<file path="src/tmw_pkg.sv">
// Package for the text marquee window unit: field widths, codes and the
// microcode ROM of the sequencer. No dependencies.
package tmw_pkg;

  localparam int unsigned TEXT_MAX_DEF = 64;
  localparam int unsigned COLS_MAX_DEF = 39;

  localparam int CHAR_W     = 8;
  localparam int ROW_W      = 4;
  localparam int COL_W      = 6;
  localparam int ROWS_W     = 5;
  localparam int STATUS_W   = 2;
  localparam int DIR_W      = 2;
  localparam int CFG_IDX_W  = 1;
  localparam int CFG_DATA_W = 6;

  localparam logic [CHAR_W-1:0] BLANK_CHAR = 8'h20;

  localparam logic [COL_W-1:0]  COLS_RESET = 6'd20;
  localparam logic [ROWS_W-1:0] ROWS_RESET = 5'd4;

  // Result status codes
  localparam logic [STATUS_W-1:0] STATUS_OK      = 2'd0;
  localparam logic [STATUS_W-1:0] STATUS_BAD_ROW = 2'd1;
  localparam logic [STATUS_W-1:0] STATUS_EMPTY   = 2'd2;

  // Configuration register indexes
  localparam logic [CFG_IDX_W-1:0] CFG_COLUMNS = 1'b0;
  localparam logic [CFG_IDX_W-1:0] CFG_ROWS    = 1'b1;

  // Commands and directions
  localparam logic CMD_LOAD = 1'b0;
  localparam logic CMD_STEP = 1'b1;
  localparam logic [DIR_W-1:0] DIR_FWD = 2'b01;

  // Microprogram addresses
  localparam int UPC_W = 4;
  localparam logic [UPC_W-1:0] U_FETCH      = 4'd0;
  localparam logic [UPC_W-1:0] U_DISPATCH   = 4'd1;
  localparam logic [UPC_W-1:0] U_LD_READ    = 4'd2;
  localparam logic [UPC_W-1:0] U_LD_WRITE   = 4'd3;
  localparam logic [UPC_W-1:0] U_LD_COMMIT  = 4'd4;
  localparam logic [UPC_W-1:0] U_ST_ROW     = 4'd5;
  localparam logic [UPC_W-1:0] U_ST_EMPTY   = 4'd6;
  localparam logic [UPC_W-1:0] U_ST_DIR     = 4'd7;
  localparam logic [UPC_W-1:0] U_ST_DIV     = 4'd8;
  localparam logic [UPC_W-1:0] U_ST_WIN     = 4'd9;
  localparam logic [UPC_W-1:0] U_ST_ADDR    = 4'd10;
  localparam logic [UPC_W-1:0] U_ST_OUT     = 4'd11;
  localparam logic [UPC_W-1:0] U_ST_DONE    = 4'd12;
  localparam logic [UPC_W-1:0] U_EMIT_BAD   = 4'd13;
  localparam logic [UPC_W-1:0] U_EMIT_EMPTY = 4'd14;

  // Datapath operations
  localparam int OP_W = 4;
  localparam logic [OP_W-1:0] OP_NOP        = 4'd0;
  localparam logic [OP_W-1:0] OP_FETCH      = 4'd1;
  localparam logic [OP_W-1:0] OP_LD_READ    = 4'd2;
  localparam logic [OP_W-1:0] OP_LD_WRITE   = 4'd3;
  localparam logic [OP_W-1:0] OP_COMMIT     = 4'd4;
  localparam logic [OP_W-1:0] OP_ROW        = 4'd5;
  localparam logic [OP_W-1:0] OP_DIR        = 4'd6;
  localparam logic [OP_W-1:0] OP_DIV        = 4'd7;
  localparam logic [OP_W-1:0] OP_WIN_INIT   = 4'd8;
  localparam logic [OP_W-1:0] OP_ADDR       = 4'd9;
  localparam logic [OP_W-1:0] OP_OUT        = 4'd10;
  localparam logic [OP_W-1:0] OP_EMIT_BAD   = 4'd11;
  localparam logic [OP_W-1:0] OP_EMIT_EMPTY = 4'd12;

  // Jump conditions
  localparam int COND_W = 4;
  localparam logic [COND_W-1:0] C_NEVER     = 4'd0;
  localparam logic [COND_W-1:0] C_ALWAYS    = 4'd1;
  localparam logic [COND_W-1:0] C_NO_IN     = 4'd2;
  localparam logic [COND_W-1:0] C_IS_STEP   = 4'd3;
  localparam logic [COND_W-1:0] C_BAD_ROW   = 4'd4;
  localparam logic [COND_W-1:0] C_EMPTY     = 4'd5;
  localparam logic [COND_W-1:0] C_NOT_FWD   = 4'd6;
  localparam logic [COND_W-1:0] C_DIV_MORE  = 4'd7;
  localparam logic [COND_W-1:0] C_NO_COLS   = 4'd8;
  localparam logic [COND_W-1:0] C_MORE_COLS = 4'd9;

  typedef struct packed {
    logic [OP_W-1:0]   op;
    logic [COND_W-1:0] cond;
    logic [UPC_W-1:0]  target;
    logic              wait_out;
  } ucode_t;

  function automatic ucode_t ucode_rom(input logic [UPC_W-1:0] addr);
    ucode_t w;
    w = '{op: OP_NOP, cond: C_NEVER, target: U_FETCH, wait_out: 1'b0};
    unique case (addr)
      U_FETCH: begin
        w.op = OP_FETCH; w.cond = C_NO_IN; w.target = U_FETCH;
      end
      U_DISPATCH: begin
        w.cond = C_IS_STEP; w.target = U_ST_ROW;
      end
      U_LD_READ:   w.op = OP_LD_READ;
      U_LD_WRITE:  w.op = OP_LD_WRITE;
      U_LD_COMMIT: begin
        w.op = OP_COMMIT; w.cond = C_ALWAYS; w.target = U_FETCH;
      end
      U_ST_ROW: begin
        w.op = OP_ROW; w.cond = C_BAD_ROW; w.target = U_EMIT_BAD;
      end
      U_ST_EMPTY: begin
        w.cond = C_EMPTY; w.target = U_EMIT_EMPTY;
      end
      U_ST_DIR: begin
        w.op = OP_DIR; w.cond = C_NOT_FWD; w.target = U_ST_WIN;
      end
      U_ST_DIV: begin
        w.op = OP_DIV; w.cond = C_DIV_MORE; w.target = U_ST_DIV;
      end
      U_ST_WIN: begin
        w.op = OP_WIN_INIT; w.cond = C_NO_COLS; w.target = U_FETCH;
      end
      U_ST_ADDR: w.op = OP_ADDR;
      U_ST_OUT: begin
        w.op = OP_OUT; w.cond = C_MORE_COLS; w.target = U_ST_ADDR; w.wait_out = 1'b1;
      end
      U_ST_DONE: begin
        w.cond = C_ALWAYS; w.target = U_FETCH;
      end
      U_EMIT_BAD: begin
        w.op = OP_EMIT_BAD; w.cond = C_ALWAYS; w.target = U_FETCH; w.wait_out = 1'b1;
      end
      U_EMIT_EMPTY: begin
        w.op = OP_EMIT_EMPTY; w.cond = C_ALWAYS; w.target = U_FETCH; w.wait_out = 1'b1;
      end
      default: begin
        w.cond = C_ALWAYS; w.target = U_FETCH;
      end
    endcase
    return w;
  endfunction

endpackage

</file>
<file path="src/tmw_ram.sv">
// Generic single-clock RAM: one write port, one read port, registered read data.
// No dependencies.
module tmw_ram #(
  parameter int WIDTH = 8,
  parameter int DEPTH = 64
) (
  input  logic                     clk_i,
  input  logic                     we_i,
  input  logic [$clog2(DEPTH)-1:0] waddr_i,
  input  logic [WIDTH-1:0]         wdata_i,
  input  logic [$clog2(DEPTH)-1:0] raddr_i,
  output logic [WIDTH-1:0]         rdata_o
);

  logic [WIDTH-1:0] mem_q [DEPTH];
  logic [WIDTH-1:0] rdata_q;

  always_ff @(posedge clk_i) begin
    if (we_i) begin
      mem_q[waddr_i] <= wdata_i;
    end
    rdata_q <= mem_q[raddr_i];
  end

  assign rdata_o = rdata_q;

endmodule

</file>
<file path="src/text_marquee_window_unit.sv">
// Top level of the text marquee window unit: microcoded sequencer and datapath.
// Depends on tmw_pkg and tmw_ram.
//
//   channel | direction | handshake            | payload
//   --------+-----------+----------------------+----------------------------------------
//   in      | input     | in_valid_i/in_ready_o | command, char_code, final_char, direction, row
//   out     | output    | out_valid_o/out_ready_i | out_row, out_column, out_char, status, last
//   cfg     | input     | cfg_valid_i/cfg_ready_o | cfg_index_i, cfg_data_i
//
// One item at a time; an in-channel item is taken only when the sequencer sits at its fetch step.
// Load: read, write, commit. Status result from the row check or the empty check.
// Step: row, empty and direction checks, plus the remainder loop on a forward move, then
// window init and an address and emit step per column, one text store read per column.
// Output stalls hold the sequencer at its emit step. No clearing pass after reset.
module text_marquee_window_unit import tmw_pkg::*; #(
  parameter int unsigned TEXT_MAX = TEXT_MAX_DEF,
  parameter int unsigned COLS_MAX = COLS_MAX_DEF
) (
  input  logic                  clk_i,
  input  logic                  rst_ni,
  input  logic                  in_valid_i,
  output logic                  in_ready_o,
  input  logic                  command_i,
  input  logic [CHAR_W-1:0]     char_code_i,
  input  logic                  final_char_i,
  input  logic signed [DIR_W-1:0] direction_i,
  input  logic [ROW_W-1:0]      row_i,
  output logic                  out_valid_o,
  input  logic                  out_ready_i,
  output logic [ROW_W-1:0]      out_row_o,
  output logic [COL_W-1:0]      out_column_o,
  output logic [CHAR_W-1:0]     out_char_o,
  output logic [STATUS_W-1:0]   status_o,
  output logic                  last_o,
  input  logic                  cfg_valid_i,
  output logic                  cfg_ready_o,
  input  logic [CFG_IDX_W-1:0]  cfg_index_i,
  input  logic [CFG_DATA_W-1:0] cfg_data_i
);

  localparam int LenW = $clog2(TEXT_MAX);
  localparam int ModW = $clog2(TEXT_MAX + 63);
  localparam int BitW = $clog2(ModW);
  localparam logic [LenW-1:0]  LastPtr  = LenW'(TEXT_MAX - 1);
  localparam logic [COL_W-1:0] ColsMaxC = COL_W'(COLS_MAX);
  localparam logic [BitW-1:0]  BitTop   = BitW'(ModW - 1);

  // Sequencer
  logic [UPC_W-1:0] upc_q, upc_d;
  ucode_t           uw;
  logic             stall, op_en, cond_hit;

  // Latched item
  logic              cmd_q;
  logic [CHAR_W-1:0] ch_q;
  logic              fin_q;
  logic [DIR_W-1:0]  dir_q;
  logic [ROW_W-1:0]  row_q;
  logic              in_acc;

  // Configuration
  logic [COL_W-1:0]  cols_cfg_q;
  logic [ROWS_W-1:0] rows_cfg_q;

  // Architectural state
  logic [LenW-1:0]  len_q, len_d;
  logic [ModW-1:0]  off_q, off_d;
  logic [ROW_W-1:0] saved_row_q, saved_row_d;
  logic [LenW-1:0]  lp_q, lp_d;
  logic             differs_q, differs_d;

  // Working registers
  logic [ModW-1:0]  div_x_q, div_x_d;
  logic [ModW-1:0]  rem_q, rem_d;
  logic [BitW-1:0]  bit_q, bit_d;
  logic [COL_W-1:0] col_q, col_d;
  logic             sel_text_q, sel_text_d;

  // Output register
  logic                out_valid_q, out_valid_d, out_load;
  logic [ROW_W-1:0]    o_row_q, o_row_d;
  logic [COL_W-1:0]    o_col_q, o_col_d;
  logic [CHAR_W-1:0]   o_char_q, o_char_d;
  logic [STATUS_W-1:0] o_status_q, o_status_d;
  logic                o_last_q, o_last_d;

  // Datapath terms
  logic [COL_W-1:0]  cols_eff, col_next;
  logic [ModW-1:0]   modulus, span;
  logic [ModW:0]     idx, wrap, rem_shift, rem_sub;
  logic [ModW-1:0]   rem_next;
  logic              bad_row, text_empty, ld_take, last_col, in_text, in_wrap;
  logic [LenW-1:0]   ram_raddr;
  logic              ram_we;
  logic [CHAR_W-1:0] ram_rdata;

  assign uw    = ucode_rom(upc_q);
  assign stall = uw.wait_out && out_valid_q && !out_ready_i;
  assign op_en = !stall;

  assign in_ready_o  = (upc_q == U_FETCH);
  assign in_acc      = in_valid_i && in_ready_o;
  assign cfg_ready_o = 1'b1;

  assign cols_eff   = (cols_cfg_q > ColsMaxC) ? ColsMaxC : cols_cfg_q;
  assign col_next   = col_q + COL_W'(1);
  assign last_col   = (col_next == cols_eff);
  assign modulus    = ModW'(len_q) + ModW'(cols_cfg_q);
  assign span       = ModW'(len_q) + ModW'(cols_eff);
  assign idx        = {1'b0, off_q} + (ModW+1)'(col_q);
  assign wrap       = idx - {1'b0, span};
  assign in_text    = (idx < (ModW+1)'(len_q));
  assign in_wrap    = (idx >= {1'b0, span}) && (wrap < (ModW+1)'(len_q));
  assign bad_row    = ({1'b0, row_q} >= rows_cfg_q);
  assign text_empty = (len_q == '0);
  assign ld_take    = (ch_q != '0) && (lp_q < LastPtr);

  // One bit of restoring remainder per cycle
  assign rem_shift = {rem_q, div_x_q[bit_q]};
  assign rem_sub   = rem_shift - {1'b0, modulus};
  assign rem_next  = (rem_shift >= {1'b0, modulus}) ? rem_sub[ModW-1:0] : rem_shift[ModW-1:0];

  always_comb begin
    case (uw.cond)
      C_NEVER:     cond_hit = 1'b0;
      C_ALWAYS:    cond_hit = 1'b1;
      C_NO_IN:     cond_hit = !in_valid_i;
      C_IS_STEP:   cond_hit = (cmd_q == CMD_STEP);
      C_BAD_ROW:   cond_hit = bad_row;
      C_EMPTY:     cond_hit = text_empty;
      C_NOT_FWD:   cond_hit = (dir_q != DIR_FWD);
      C_DIV_MORE:  cond_hit = (bit_q != '0);
      C_NO_COLS:   cond_hit = (cols_eff == '0);
      C_MORE_COLS: cond_hit = !last_col;
      default:     cond_hit = 1'b0;
    endcase
  end

  always_comb begin
    if (stall) begin
      upc_d = upc_q;
    end else if (cond_hit) begin
      upc_d = uw.target;
    end else begin
      upc_d = upc_q + UPC_W'(1);
    end
  end

  // Hold the window address through the emit step so a stall keeps the read data
  assign ram_raddr = ((uw.op == OP_ADDR) || (uw.op == OP_OUT)) ?
                     (in_text ? idx[LenW-1:0] : wrap[LenW-1:0]) : lp_q;
  assign ram_we    = op_en && (uw.op == OP_LD_WRITE) && ld_take;

  always_comb begin
    len_d       = len_q;
    off_d       = off_q;
    saved_row_d = saved_row_q;
    lp_d        = lp_q;
    differs_d   = differs_q;
    div_x_d     = div_x_q;
    rem_d       = rem_q;
    bit_d       = bit_q;
    col_d       = col_q;
    sel_text_d  = sel_text_q;
    out_load    = 1'b0;
    o_row_d     = o_row_q;
    o_col_d     = o_col_q;
    o_char_d    = o_char_q;
    o_status_d  = o_status_q;
    o_last_d    = o_last_q;
    if (op_en) begin
      unique case (uw.op) inside
        OP_LD_READ: begin
          // overlong text: drop the character
          if ((ch_q != '0) && !ld_take) begin
            differs_d = 1'b1;
          end
        end
        OP_LD_WRITE: begin
          if (ld_take) begin
            if ((lp_q >= len_q) || (ram_rdata != ch_q)) begin
              differs_d = 1'b1;
            end
            lp_d = lp_q + LenW'(1);
          end
        end
        OP_COMMIT: begin
          if (fin_q) begin
            len_d = lp_q;
            if (differs_q || (lp_q != len_q)) begin
              off_d = '0;
            end
            lp_d      = '0;
            differs_d = 1'b0;
          end
        end
        OP_ROW: begin
          if (!bad_row && (row_q != saved_row_q)) begin
            off_d       = '0;
            saved_row_d = row_q;
          end
        end
        OP_DIR: begin
          if (dir_q == DIR_FWD) begin
            div_x_d = off_q + ModW'(1);
            rem_d   = '0;
            bit_d   = BitTop;
          end else if (dir_q[DIR_W-1]) begin
            off_d = (off_q == '0) ? (modulus - ModW'(1)) : (off_q - ModW'(1));
          end
        end
        OP_DIV: begin
          rem_d = rem_next;
          bit_d = bit_q - BitW'(1);
          if (bit_q == '0) begin
            off_d = rem_next;
          end
        end
        OP_WIN_INIT: col_d = '0;
        OP_ADDR:     sel_text_d = in_text || in_wrap;
        OP_OUT: begin
          out_load   = 1'b1;
          o_row_d    = row_q;
          o_col_d    = col_q;
          o_char_d   = sel_text_q ? ram_rdata : BLANK_CHAR;
          o_status_d = STATUS_OK;
          o_last_d   = last_col;
          col_d      = col_next;
        end
        OP_EMIT_BAD, OP_EMIT_EMPTY: begin
          out_load   = 1'b1;
          o_row_d    = row_q;
          o_col_d    = '0;
          o_char_d   = '0;
          o_status_d = (uw.op == OP_EMIT_BAD) ? STATUS_BAD_ROW : STATUS_EMPTY;
          o_last_d   = 1'b1;
        end
        default: ;
      endcase
    end
  end

  always_comb begin
    out_valid_d = out_valid_q;
    if (out_valid_q && out_ready_i) begin
      out_valid_d = 1'b0;
    end
    if (out_load) begin
      out_valid_d = 1'b1;
    end
  end

  always_ff @(posedge clk_i or negedge rst_ni) begin
    if (!rst_ni) begin
      upc_q       <= U_FETCH;
      cols_cfg_q  <= COLS_RESET;
      rows_cfg_q  <= ROWS_RESET;
      len_q       <= '0;
      off_q       <= '0;
      saved_row_q <= '0;
      lp_q        <= '0;
      differs_q   <= 1'b0;
      out_valid_q <= 1'b0;
    end else begin
      upc_q       <= upc_d;
      len_q       <= len_d;
      off_q       <= off_d;
      saved_row_q <= saved_row_d;
      lp_q        <= lp_d;
      differs_q   <= differs_d;
      out_valid_q <= out_valid_d;
      if (cfg_valid_i) begin
        unique case (cfg_index_i)
          CFG_COLUMNS: cols_cfg_q <= cfg_data_i;
          CFG_ROWS:    rows_cfg_q <= cfg_data_i[ROWS_W-1:0];
          default: ;
        endcase
      end
    end
  end

  always_ff @(posedge clk_i) begin
    if (in_acc) begin
      cmd_q <= command_i;
      ch_q  <= char_code_i;
      fin_q <= final_char_i;
      dir_q <= direction_i;
      row_q <= row_i;
    end
    div_x_q    <= div_x_d;
    rem_q      <= rem_d;
    bit_q      <= bit_d;
    col_q      <= col_d;
    sel_text_q <= sel_text_d;
    o_row_q    <= o_row_d;
    o_col_q    <= o_col_d;
    o_char_q   <= o_char_d;
    o_status_q <= o_status_d;
    o_last_q   <= o_last_d;
  end

  tmw_ram #(
    .WIDTH(CHAR_W),
    .DEPTH(TEXT_MAX)
  ) u_text_ram (
    .clk_i  (clk_i),
    .we_i   (ram_we),
    .waddr_i(lp_q),
    .wdata_i(ch_q),
    .raddr_i(ram_raddr),
    .rdata_o(ram_rdata)
  );

  assign out_valid_o  = out_valid_q;
  assign out_row_o    = o_row_q;
  assign out_column_o = o_col_q;
  assign out_char_o   = o_char_q;
  assign status_o     = o_status_q;
  assign last_o       = o_last_q;

endmodule

</file>
<file path="config.mk">
export PLATFORM = sky130hd
export DESIGN_NAME = text_marquee_window_unit
export DESIGN_NICKNAME = d
export VERILOG_FILES = /design/src/tmw_pkg.sv /design/src/tmw_ram.sv /design/src/text_marquee_window_unit.sv
export SDC_FILE = /design/constraint.sdc
export NUM_CORES = 1
export LEC_CHECK = 0
export BUFFER_PORTS_ARGS = -buffer_cell sky130_fd_sc_hd__buf_2
export CORE_UTILIZATION = 30
export CTS_BUF_LIST = sky130_fd_sc_hd__clkbuf_2
export CTS_CLUSTER_SIZE = 40
export DETAILED_ROUTE_END_ITERATION = 10
export PLACE_DENSITY_LB_ADDON = 0.2
export SYNTH_ARGS = -nofsm -noshare
export SYNTH_HDL_FRONTEND = slang
export SYNTH_HIERARCHICAL = 1
export SYNTH_SLANG_ARGS = --single-unit
</file>
<file path="constraint.sdc">
create_clock -name clk_i -period 5.1 [get_ports clk_i]
set_input_delay 0.255 -clock clk_i [delete_from_list [all_inputs] [get_ports clk_i]]
set_output_delay 0.255 -clock clk_i [all_outputs]
set_load 0.01 [all_outputs]
</file>
# Word level (Yosys, flattened, before mapping)
# Memories as Yosys holds them, arrays and structs flattened. A register that Yosys moved wholly into a read port is not among the register bits.
# Index checks and enable logic that the tools add are counted.
[op_classes] bitwise_logic=2 n_eq_ne=49 muxes=44 reduce_logical=51 n_addsub=12 n_lt_le_gt_ge=9
[op_table] cell="$pmux W8 S9" n=1
[op_table] cell="$mux W7" n=9
[op_table] cell="$eq A4 B4 Y1 const B" n=13
[op_table] cell="$eq A4 B3 Y1 const B" n=12
[op_table] cell="$pmux W4 S12" n=1
[op_table] cell="$pmux W6 S2" n=3
[op_table] cell="$mux W6" n=5
[op_table] cell="$pmux W7 S4" n=1
[op_table] cell="$eq A4 B2 Y1 const B" n=6
[op_table] cell="$ge A8 B7 Y1" n=2
[op_table] cell="$lt A8 B6 Y1" n=2
[op_table] cell="$pmux W8 S2" n=1
[op_table] cell="$add A6 B6 Y7" n=2
[op_table] cell="$ne A2 B1 Y1 const B" n=7
[op_table] cell="$pmux W7 S2" n=1
[op_table] cell="$sub A7 B1 Y7 const B" n=2
[op_table] cell="$add A6 B1 Y6 const B" n=2
[op_table] cell="$logic_not A6 Y1" n=2
[op_table] cell="$mux W1" n=12
[op_table] cell="$reduce_and A2 Y1" n=6
[op_table] cell="$reduce_and A3 Y1" n=4
[op_table] cell="$logic_and A1 B1 Y1" n=10
[op_table] cell="$reduce_bool A2 Y1" n=5
[op_table] cell="$pmux W1 S9" n=1
[op_table] cell="41 further kinds" n=57
[totals] mem_bits_rw=512 input_bits=28 n_memories=1 regBits=101 output_inout_bits=24
[memory_table] memory="u_text_ram.mem_q" depth=64 width=8 read_ports=1 rd_clocked_by_memory_dff=1 wr=1 line="tmw_ram.sv:15" rtl="logic [WIDTH-1:0] mem_q [DEPTH];"

# Depth between registers and ports, before layout
# Gate-level depths: netlist of run 1.
[depth] depth_word=10 ltp_mapped=21

# Cells and area by module
# The synthesis of run 1 kept the hierarchy.
[modules_own_cells] mod="tmw_ram" cells_each=940 area_each_um2=20166.8 n_inst=1 seq_area_each_um2=15534.9
[modules_own_cells] mod="text_marquee_window_unit" cells_each=718 area_each_um2=7186.9 n_inst=1 seq_area_each_um2=2836.5

# Least setup slack after synthesis of run 1
# Ideal clock, no wire load.
[synth_path] path_kind="reg-to-reg" from="reg col_q[0]" to="reg u_text_ram.rdata_q[3] (netlist: u_text_ram/rdata_o[3]) (read register of u_text_ram.mem_q)" t_arrival_ns=4.179 path_slack_ns=0.786 path_buffers=3 stages_incl_launch_ff=18 cell_sequence="edfxtp_1 -> ha_1 -> fa_1 -> a21o_1 -> a21oi_1 -> xnor2_1 -> ha_1 -> nand3_1 -> nand4b_1 -> mux2i_1 -> a21oi_1 -> buf_4 -> buf_2 -> buf_2 -> mux4_2 -> mux4_2 -> o21ai_1 -> o41ai_1"
[synth_between] elab_chain_cells=4 elab_cells_between_ends=5 cone_classes="add/sub (2); order compare (1); mux (2)"
[synth_rtl] element="start, declared" line="text_marquee_window_unit.sv:76" rtl="logic [COL_W-1:0] col_q, col_d;"
[synth_rtl] element="start signal, assigned" line="text_marquee_window_unit.sv:293" rtl="col_q <= col_d;"
[synth_rtl] element="$add A7 B6 Y8 (*)" line="text_marquee_window_unit.sv:110" rtl="assign idx = {1'b0, off_q} + (ModW+1)'(col_q);"
[synth_rtl] element="$sub A8 B7 Y8 or $lt A8 B6 Y1 (tied branches)" line="text_marquee_window_unit.sv:111, text_marquee_window_unit.sv:112"
[synth_rtl] element="$mux W6 (*)" line="text_marquee_window_unit.sv:151" rtl="(in_text ? idx[LenW-1:0] : wrap[LenW-1:0]) : lp_q;"
[synth_rtl] element="$mux W6 (*)" line="text_marquee_window_unit.sv:150" rtl="assign ram_raddr = ((uw.op == OP_ADDR) || (uw.op == OP_OUT)) ?"
[synth_rtl] element="via ram_raddr[1]" line="text_marquee_window_unit.sv:93" rtl="logic [LenW-1:0] ram_raddr;"
[synth_rtl] element="end, declared" line="tmw_ram.sv:16" rtl="logic [WIDTH-1:0] rdata_q;"
# The timed path passes the listed nets; every way through them passes the cells marked *.
# A chain may end at the register's enable or synchronous reset.

# Final worst setup path of run 1
[layout_path] from="reg off_q[0]" to="reg u_text_ram.rdata_q[5] (netlist: u_text_ram/rdata_o[5]) (read register of u_text_ram.mem_q)"
[layout_between] elab_chain_cells=4 elab_cells_between_ends=5 cone_classes="add/sub (2); order compare (1); mux (2)"
[layout_rtl] element="start, declared" line="text_marquee_window_unit.sv:67" rtl="logic [ModW-1:0] off_q, off_d;"
[layout_rtl] element="start signal, assigned" line="text_marquee_window_unit.sv:259" rtl="off_q <= '0;"
[layout_rtl] element="start signal, assigned" line="text_marquee_window_unit.sv:267" rtl="off_q <= off_d;"
[layout_rtl] element="$add A7 B6 Y8 (*)" line="text_marquee_window_unit.sv:110"
[layout_rtl] element="$sub A8 B7 Y8 or $lt A8 B6 Y1 (tied branches)" line="text_marquee_window_unit.sv:111, text_marquee_window_unit.sv:112"
[layout_rtl] element="$mux W6 (*)" line="text_marquee_window_unit.sv:151"
[layout_rtl] element="$mux W6 (*)" line="text_marquee_window_unit.sv:150"
[layout_rtl] element="via ram_raddr[0]" line="text_marquee_window_unit.sv:93"
# Marked as above.

==> results by stage, run 1 <==
Drt:
- The post-detailed-route count of antenna-violating nets is 0.
- The total via count after detailed routing is 16400.
- For this run, the detailed router's first-pass iteration total came to 7.
- The detailed-route DRC error count is 0.
- The routed wirelength normalized by instance count is 22.4 um.
- The average vias per placed instance is 4.97.
- Wires add up to 73.7 mm.
- The detailed router finished its first iteration with 1328 violations.

Synthesis:
- After synthesis the netlist holds a flip-flop and latch count of 621.
- Dividing the synthesized area by the synthesized cell count gives 16.5 um^2.
- The async set-reset flop share out of synthesis is 6.44%.
- The mapped netlist covers 27400 um^2.
- The top flip-flop cell by instance count after synthesis is sky130_fd_sc_hd__edfxtp_1.
- During synthesis, Yosys emitted a total of 6 warnings.
- The count of distinct cell types in the synthesized netlist is 79.
- The count of flip-flops with a built-in enable after synthesis is 573.
- The cell count after synthesis is 1658.
- The post-synth net total is 1754.
- The portion of the post-synthesis area used by sequential elements is 67.2%.

Global routing:
- The number of antenna violations at the first check in global routing is 3.
- The first global-routing pass estimated 111 mm of wire.
- For this run the aggregate overflow at the end of global routing stands at 0.
- The via count of the first global-routing pass is 17200.
- For this run, the total global-route usage over all layers was measured as 16.2%.
- Entering global routing, the biggest net connects 66 pins.

STA:
- The smallest clock period supported by the final layout is computed as 4.88 ns.
- Setup violations remaining at the end of the flow were counted as 0.
- For the final database, setup skew stands at 0.119 ns.
- For the pin with the worst max-slew slack, the measured transition is 1.00 ns.
- The least setup slack across all paths after layout is 0.218 ns.
- The number of max-slew violations in the final report is 0.
- The highest achievable clock rate is 0.205 GHz.
- The max-slew headroom at the worst pin is 32.5%.
- After layout, the worst path uses 95.7% of the clock period.
- After routing, the total negative slack on setup checks comes to 0 ns.
- The number of endpoints with negative hold slack in the final report is 0.
- Setup repair after global routing left no endpoint under its margin.

Die:
- Measured along the x axis, the die boundary spans 304 um.
- The core box area is 90100 um^2.
- The die extent in y is 304 um.
- The number of top-level design ports is 52.
- The area enclosed by the die boundary is 92400 um^2.
- The initial cell density of the core is 30.3%.
- The placement row count is 110.

Pwr:
- Per report_power, the combinational group accounts for 39.8% of the total.
- Of the total power, the share spent switching nets is 37.0%.
- The power per cell area is 504 nW/um^2.
- The net switching power is 5960 uW.
- The share of total power dissipated in sequential elements is 39.1%.
- The analysis attributes to cell leakage a power of 0.0110 uW.
- The share of power burned in the clock network is 21.1%.
- The worst-case IR drop observed on VDD is 0.261 mV.
- The internal cell power is 10100 uW.

Setup path:
- The largest incremental delay on the critical path is 0.59 ns.
- The category of cells accounting for the largest share of critical-path delay is multiplexers.
- The critical path buffer and inverter count is 1.
- The critical path goes through ha_1 > fa_1 > a21o_1 > a21oi_1 > xnor2_1 > ha_1 > nand3_1 > nand4b_1 > nand2_1 > o2bb2ai_4 > buf_12 > mux4_2 > mux4_2 > o21ai_1 > o41ai_1.
- The startpoint of the worst setup timing path is off_q[0].
- For this design, the slowest cell found on the critical path is sky130_fd_sc_hd__mux4_2.
- For the worst setup path, the data arrival time is 6.06 ns.
- The worst setup path category is reg -> reg.
- The worst setup path is launched from a flop.
- The required time of the critical path is 6.28 ns.
- The worst setup path is captured at a flop.
- The maximum fanout count along the critical path is 23.
- In this run the critical register-to-register path is launched from off_q[0].

CTS:
- The clock passes through at most 3 buffers.
- The H-tree was split into 4 levels.
- The CTS tree is built.
- At the later pin of the worst-skew pair, clock insertion delay measures 1.39 ns.
- The tree is rooted in a sky130_fd_sc_hd__clkbuf_2.
- TritonCTS created 161 clock buffers.
- After clock tree synthesis, the clock-pin slew on the worst setup and hold paths is 0.11 ns.
- The clock sink count is 621.

Placed design:
- The HPWL after detailed placement is 47.2 mm.
- After detailed placement, the total cell area comes to 29800 um^2.
- The number of port buffers is 50.
- The worst setup timing slack at the placement stage is 0.0993 ns.
- The routability-driven placement congestion ratio is 0.819.

Worst hold path:
- The worst hold path begins at row_i[3].
- The path class of the tightest hold or removal check is in -> reg.

Final layout:
- From synthesis to final layout, the design area changed by 16.8%.
- The top cell types in the final layout, fill and taps aside, are sky130_fd_sc_hd__edfxtp_1, sky130_fd_sc_hd__clkbuf_2, sky130_fd_sc_hd__nor2_1.
- In the final layout, the share of cells above drive strength 1 is 29.1%.
- The post-route cell area is 31900 um^2.
- Leaving out fill and tap cells, the most frequent cell in the layout is sky130_fd_sc_hd__edfxtp_1.
- The net count of the finished layout is 2087.

Job:
- The number of maximum-capacitance constraint violations is 0.

Status:
- The run finished with clean final reports.
## power groups by stage
stage          registers (uW)  logic [uW]  clock network [uW]
2_1_floorplan            6360        4390                   0
3_3_place_gp             6400        6380                   0
3_5_place_dp             6400        6390                   0
4_1_cts                  6290        6480                3580
5_1_grt                  6310        7050                3810
6_report                 6280        6410                3400
## flip-flops by register name, summed over array words and instances (netlist names), 2 cells and up
name                cells
u_text_ram/mem_q      512
ch_q                    8
out_char_o              8
u_text_ram/rdata_o      8
div_x_q                 7
off_q                   7
rem_q                   7
col_q                   6
cols_cfg_q              6
len_q                   6
lp_q                    6
out_column_o            6
rows_cfg_q              5
out_row_o               4
row_q                   4
saved_row_q             4
upc_q                   4
bit_q                   3
dir_q                   2
status_o                2
## worst reg2reg max path, delay by kind of cell (launching register included)
family                   cells  cell delay [ns]
XOR/XNOR                     1             0.23
flip-flops                   1             0.50
multiplexers                 2             1.11
adder cells (fa/ha/maj)      3             1.01
AND/OR/NAND/NOR              3             0.48
AO/OA/AOI/OAI                5             1.09
buffers and inverters        1             0.30
## what timing repair did
item | in CTS | in global routing
hold buffers | 71 | 0
endpoints found under the setup margin | 0 | 5
hold endpoints to repair | 115 | 0
resized for setup | 0 | 5
buffers inserted | 0 | 0
## area by class of cell
class / count / area, um^2
clock inverters: 49 / 270
flip-flops and latches: 621 / 18400
multi-input cells: 913 / 8430
well taps: 1176 / 1470
diodes: 4 / 10.0
inverters: 44 / 165
fillers: 8620 / 58200
repair buffers: 250 / 2060
clock buffers: 231 / 1160
## routing by layer
metal	wire (um)	track usage [%]	vias to the layer above	share of wire [%]
li1	-	-	7347	-
met1	32800	21.5	8439	45
met2	35000	25.6	446	48
met3	3950	3.53	123	5.4
met4	1910	6.61	0	2.6
met5	0	0	-	0
## kinds of logic (layout without fill, tap and decap cells)
| logic type | count (synthesis) | in the layout | share of synthesized area [%] |
|---|---|---|---|
| flops | 621 | 621 | 67.2 |
| compound gates | 213 | 213 | 5.53 |
| simple gates | 384 | 384 | 7.03 |
| xor+xnor | 49 | 49 | 1.57 |
| fa+ha+maj | 68 | 68 | 3.25 |
| buf+inv | 124 | 574 | 2.25 |
| other cells | 1 | 5 | 0.0137 |
| mux | 198 | 198 | 13.2 |
## Yosys cell counts, types with 26 or more instances
cell type / n / area (um^2)
sky130_fd_sc_hd__xor2_1: 26 / 228
sky130_fd_sc_hd__ha_1: 63 / 788
sky130_fd_sc_hd__inv_1: 43 / 161
sky130_fd_sc_hd__mux2_2: 33 / 372
sky130_fd_sc_hd__nor2_1: 142 / 533
sky130_fd_sc_hd__a21oi_1: 40 / 200
sky130_fd_sc_hd__mux2i_1: 38 / 380
sky130_fd_sc_hd__nor3_1: 26 / 130
sky130_fd_sc_hd__edfxtp_1: 573 / 17200
sky130_fd_sc_hd__nand3_1: 28 / 140
sky130_fd_sc_hd__nor2b_1: 30 / 188
sky130_fd_sc_hd__clkbuf_1: 38 / 143
sky130_fd_sc_hd__dfrtp_1: 37 / 926
sky130_fd_sc_hd__nand2_1: 49 / 184
sky130_fd_sc_hd__mux4_2: 127 / 2860
sky130_fd_sc_hd__o21ai_0: 38 / 190
## per-stage QoR
stage | total power, uW | util, % | hold slack [ns] | std cells
floorplan | 10800 | - | -0.0406 | 1658
global placement | 12800 | 33.0 | 0.433 | 2933
detailed placement | 12800 | 33.0 | 0.434 | 2933
CTS | 16300 | 35.4 | 0.00550 | 3284
global route | 17200 | 35.4 | 0.114 | 3286
finish | 16100 | 35.4 | 0.216 | 3288
## worst paths after layout
path / slack, ns / endpoint / cells after the start
setup / recovery: 0.22 / u_text_ram/rdata_o[5] / 15
max in group asynchronous: 4.20 / rows_cfg_q[2] / 5
hold / removal: 0.22 / row_q[3] / 3
setup reg to reg: 0.22 / u_text_ram/rdata_o[5] / 15
min in group asynchronous: 0.59 / cols_cfg_q[4] / 4
hold reg to reg: 0.52 / rows_cfg_q[3] / 1
Note: power is estimated with default switching activity, not from simulation.
==> run 2, diff against run 1 <==
--- a/config.mk
+++ b/config.mk
@@ -6,11 +6,13 @@
 export NUM_CORES = 1
 export LEC_CHECK = 0
 export BUFFER_PORTS_ARGS = -buffer_cell sky130_fd_sc_hd__buf_2
+export CAP_MARGIN = 20
 export CORE_UTILIZATION = 30
 export CTS_BUF_LIST = sky130_fd_sc_hd__clkbuf_2
 export CTS_CLUSTER_SIZE = 40
 export DETAILED_ROUTE_END_ITERATION = 10
 export PLACE_DENSITY_LB_ADDON = 0.2
+export REMOVE_ABC_BUFFERS = 1
 export SYNTH_ARGS = -nofsm -noshare
 export SYNTH_HDL_FRONTEND = slang
 export SYNTH_HIERARCHICAL = 1
==> run 2 against run 1 <==
Against the previous run: cell area shrank 0.21%; largest power group unchanged; first-iteration DRC count is 2.8% higher; highest routed layer unchanged; critical path type unchanged; sequential power up 1%; cell count is 0.70% lower; via count rose by 0.19%; core utilization fell by 0.074 points; die area is the same.
==> results by stage, run 2 (synthesis gave the netlist of run 1 again) <==
Placed design:
- The instance count after placement with tap cells included is 2899.
- The placed cell area is 29500 um^2.
- Detailed placement finished with a half-perimeter wire length of 47.3 mm.
- The count of buffers added on input and output ports is 50.
- The routability-driven placement congestion ratio is 0.813.
- OpenSTA, run right after detailed placement, puts the worst setup slack at 0.0708 ns.

CTS:
- The number of CTS-inserted buffers is 159.
- The number of levels the H-tree was split into is 4.
- The cell at the root of the clock tree is sky130_fd_sc_hd__clkbuf_2.
- The clock sink count is 621.
- After clock tree synthesis, the clock-pin slew on the worst setup and hold paths is 0.09 ns.
- The largest buffer count on any clock path is 3.
- The CTS tree is built.
- The clock reaches the later pin of the worst-skew pair after 1.37 ns.

Global routing:
- The pin count of the biggest net entering global routing is 72.
- Summed over all layers, the global routing overflow is 0.
- The first global-routing pass estimated 110 mm of wire.
- The via count of the first global-routing pass is 16900.
- Global routing used 16.2% of the available tracks.
- The number of antenna violations at the first check in global routing is 4.

Setup path:
- Among all stages on the critical path, the largest delay is contributed by sky130_fd_sc_hd__edfxtp_1.
- The required time of the critical path is 6.34 ns.
- The signal on the critical path passes through ha_1 > o21ai_0 > nor2_1 > o21a_1 > nor2_1 > xnor2_1 > ha_1 > a21oi_1 > nand4b_1 > nand2_1 > o2bb2ai_4 > buf_12 > buf_8 > mux4_2 > mux2_2 > o221a_2 > nor3_1 > o32ai_1.
- The worst setup path is of the reg -> reg kind.
- The maximum fanout count along the critical path is 15.
- The category of the worst setup path launch point is a flop.
- Measured in cells, the most critical reg-to-reg path has a length of 18.
- The largest incremental delay on the critical path is 0.53 ns.
- The arrival time at the worst endpoint is 6.03 ns.
- The category of the worst setup path capture point is a flop.

Drt:
- The detailed-route DRC error count is 0.
- Dividing the detail-routed wire length by the instance count gives 23.1 um.
- Wires add up to 75.4 mm.
- The total via count after detailed routing is 16400.
- For this block, the initial DRC count from the detailed router was 1365.
- The number of search-and-repair iterations in the first detailed-routing pass is 6.
- Using the TritonRoute via totals, the vias-per-cell ratio works out to 5.02.
- The count of nets left with antenna violations once routing finished came out at 0.

Final layout:
- For this run, the number of standard cells in the final layout without fillers is 3265.
- The synthesis-to-finish area growth is 16.5%.
- The post-route cell area is 31900 um^2.
- The library cells used most frequently in the layout, excluding fill and tap cells, are sky130_fd_sc_hd__edfxtp_1, sky130_fd_sc_hd__clkbuf_2, sky130_fd_sc_hd__nor2_1.
- The flip-flop count of the largest register after layout is 512.
- In the final layout, the share of cells above drive strength 1 is 28.9%.
- The final layout contains 2057 nets.
- The commonest non-fill, non-tap cell in the layout is sky130_fd_sc_hd__edfxtp_1.
- The register with the most flip-flops is u_text_ram/mem_q.

STA:
- The final period demand of the worst path is 4.78 ns.
- The worst path meets setup with 0.315 ns of slack.
- The number of max-slew violations in the final report is 0.
- The post-route fraction of the period consumed by the critical path is 93.8%.
- Setup violations remaining at the end of the flow were counted as 0.
- Setup repair after global routing left no endpoint under its margin.
- The measured slew at the worst slew-check pin is 0.922 ns.
- The number of endpoints with negative hold slack in the final report is 0.
- The worst pin sits at a relative slew slack of 38.3%.
- The highest achievable clock rate is 0.209 GHz.
- For the final database, setup skew stands at 0.101 ns.

Die:
- The die covers 92400 um^2.
- In this run the horizontal extent of the chip is 304 um.
- The initial utilization of the core area, before any placement, comes to 30.3%.
- Pin placement for this block handled 52 I/O pins.
- The die extent in y is 304 um.
- The core box area is 90100 um^2.
- In this run the core area contains 110 standard-cell rows.

Pwr:
- The design draws 16500 uW.
- The worst ir drop on vdd is 0.260 mV.
- Power spread over the standard cell area amounts to 517 nW/um^2.
- Summed over all cells, the static leakage comes to 0.0109 uW.

Status:
- The flow ran to the end, and the final reports show no timing, DRC or antenna violations.

Job:
- Across the run, the number of max-cap violations was 0.

Worst hold path:
- Counting instances, the worst hold path has a depth of 3.
- The type of the most critical hold path is in -> reg.
-- run 2: cell count changes in the layout (fill, tap and decap cells not counted), sizes merged --
cell and delta:
bufinv +2, inv +1, clkinv -7, clkbuf +11, dlygate4sd3 -6, clkinvlp +1
buf -26, diode +1
-- run 2: worst paths after layout --
| check | startpoint | to | slack [ns] |
|---|---|---|---|
| max reg2reg | col_q[2] | u_text_ram/rdata_o[4] | 0.32 |
| min in group asynchronous | rst_ni | cols_cfg_q[4] | 0.62 |
| min reg2reg | differs_q | differs_q | 0.53 |
| min | char_code_i[6] | ch_q[6] | 0.18 |
| max in group asynchronous | rst_ni | rows_cfg_q[2] | 4.21 |
| max | col_q[2] | u_text_ram/rdata_o[4] | 0.32 |
-- run 2: layer usage --
layer	part of all wire [%]	global-route usage [%]	wire length (um)	vias to the layer above
li1	-	-	-	7304
met1	45	22.3	34300	8449
met2	47	25.1	35400	513
met3	5.3	3.43	4000	120
met4	2.3	5.75	1720	0
met5	0	0	0	-
-- run 2: critical path: cells and delay by family, from the launching register on --
kind	cells	cell delay [ns]
flops	1	0.53
fa+ha+maj	2	0.71
simple gates	5	1.02
compound gates	6	1.10
buf+inv	2	0.31
xor+xnor	1	0.20
mux	2	0.80
-- run 2: metrics by stage --
stage          setup TNS (ns)  hold slack, ns  util, %
5_1_grt                     0          0.0746     35.3
2_1_floorplan          -71.46         -0.0406        -
4_1_cts                     0         0.00118     35.1
3_3_place_gp                0           0.433     32.7
3_5_place_dp                0           0.433     32.7
6_report                    0           0.182     35.4
-- run 2: power by group --
group | total [uW] | internal (uW) | switching [uW]
Sequential | 6340 | 5990 | 350
Clock | 3560 | 1430 | 2130
Combinational | 6560 | 2880 | 3680
-- run 2: area by class of cell --
class / instances / area, um^2
Clock inverter: 46 / 323
Multi-Input combinational cell: 913 / 8460
Timing Repair Buffer: 222 / 1870
Clock buffer: 238 / 1190
Fill cell: 8617 / 58300
Sequential cell: 621 / 18400
Antenna cell: 5 / 12.5
Tap cell: 1176 / 1470
Inverter: 44 / 165
-- run 2: repair_timing --
item,CTS,global route
buffers inserted,0,4
hold buffers,65,0
endpoints found under the setup margin,0,8
endpoints found under the hold margin,92,0
resized for setup,0,17
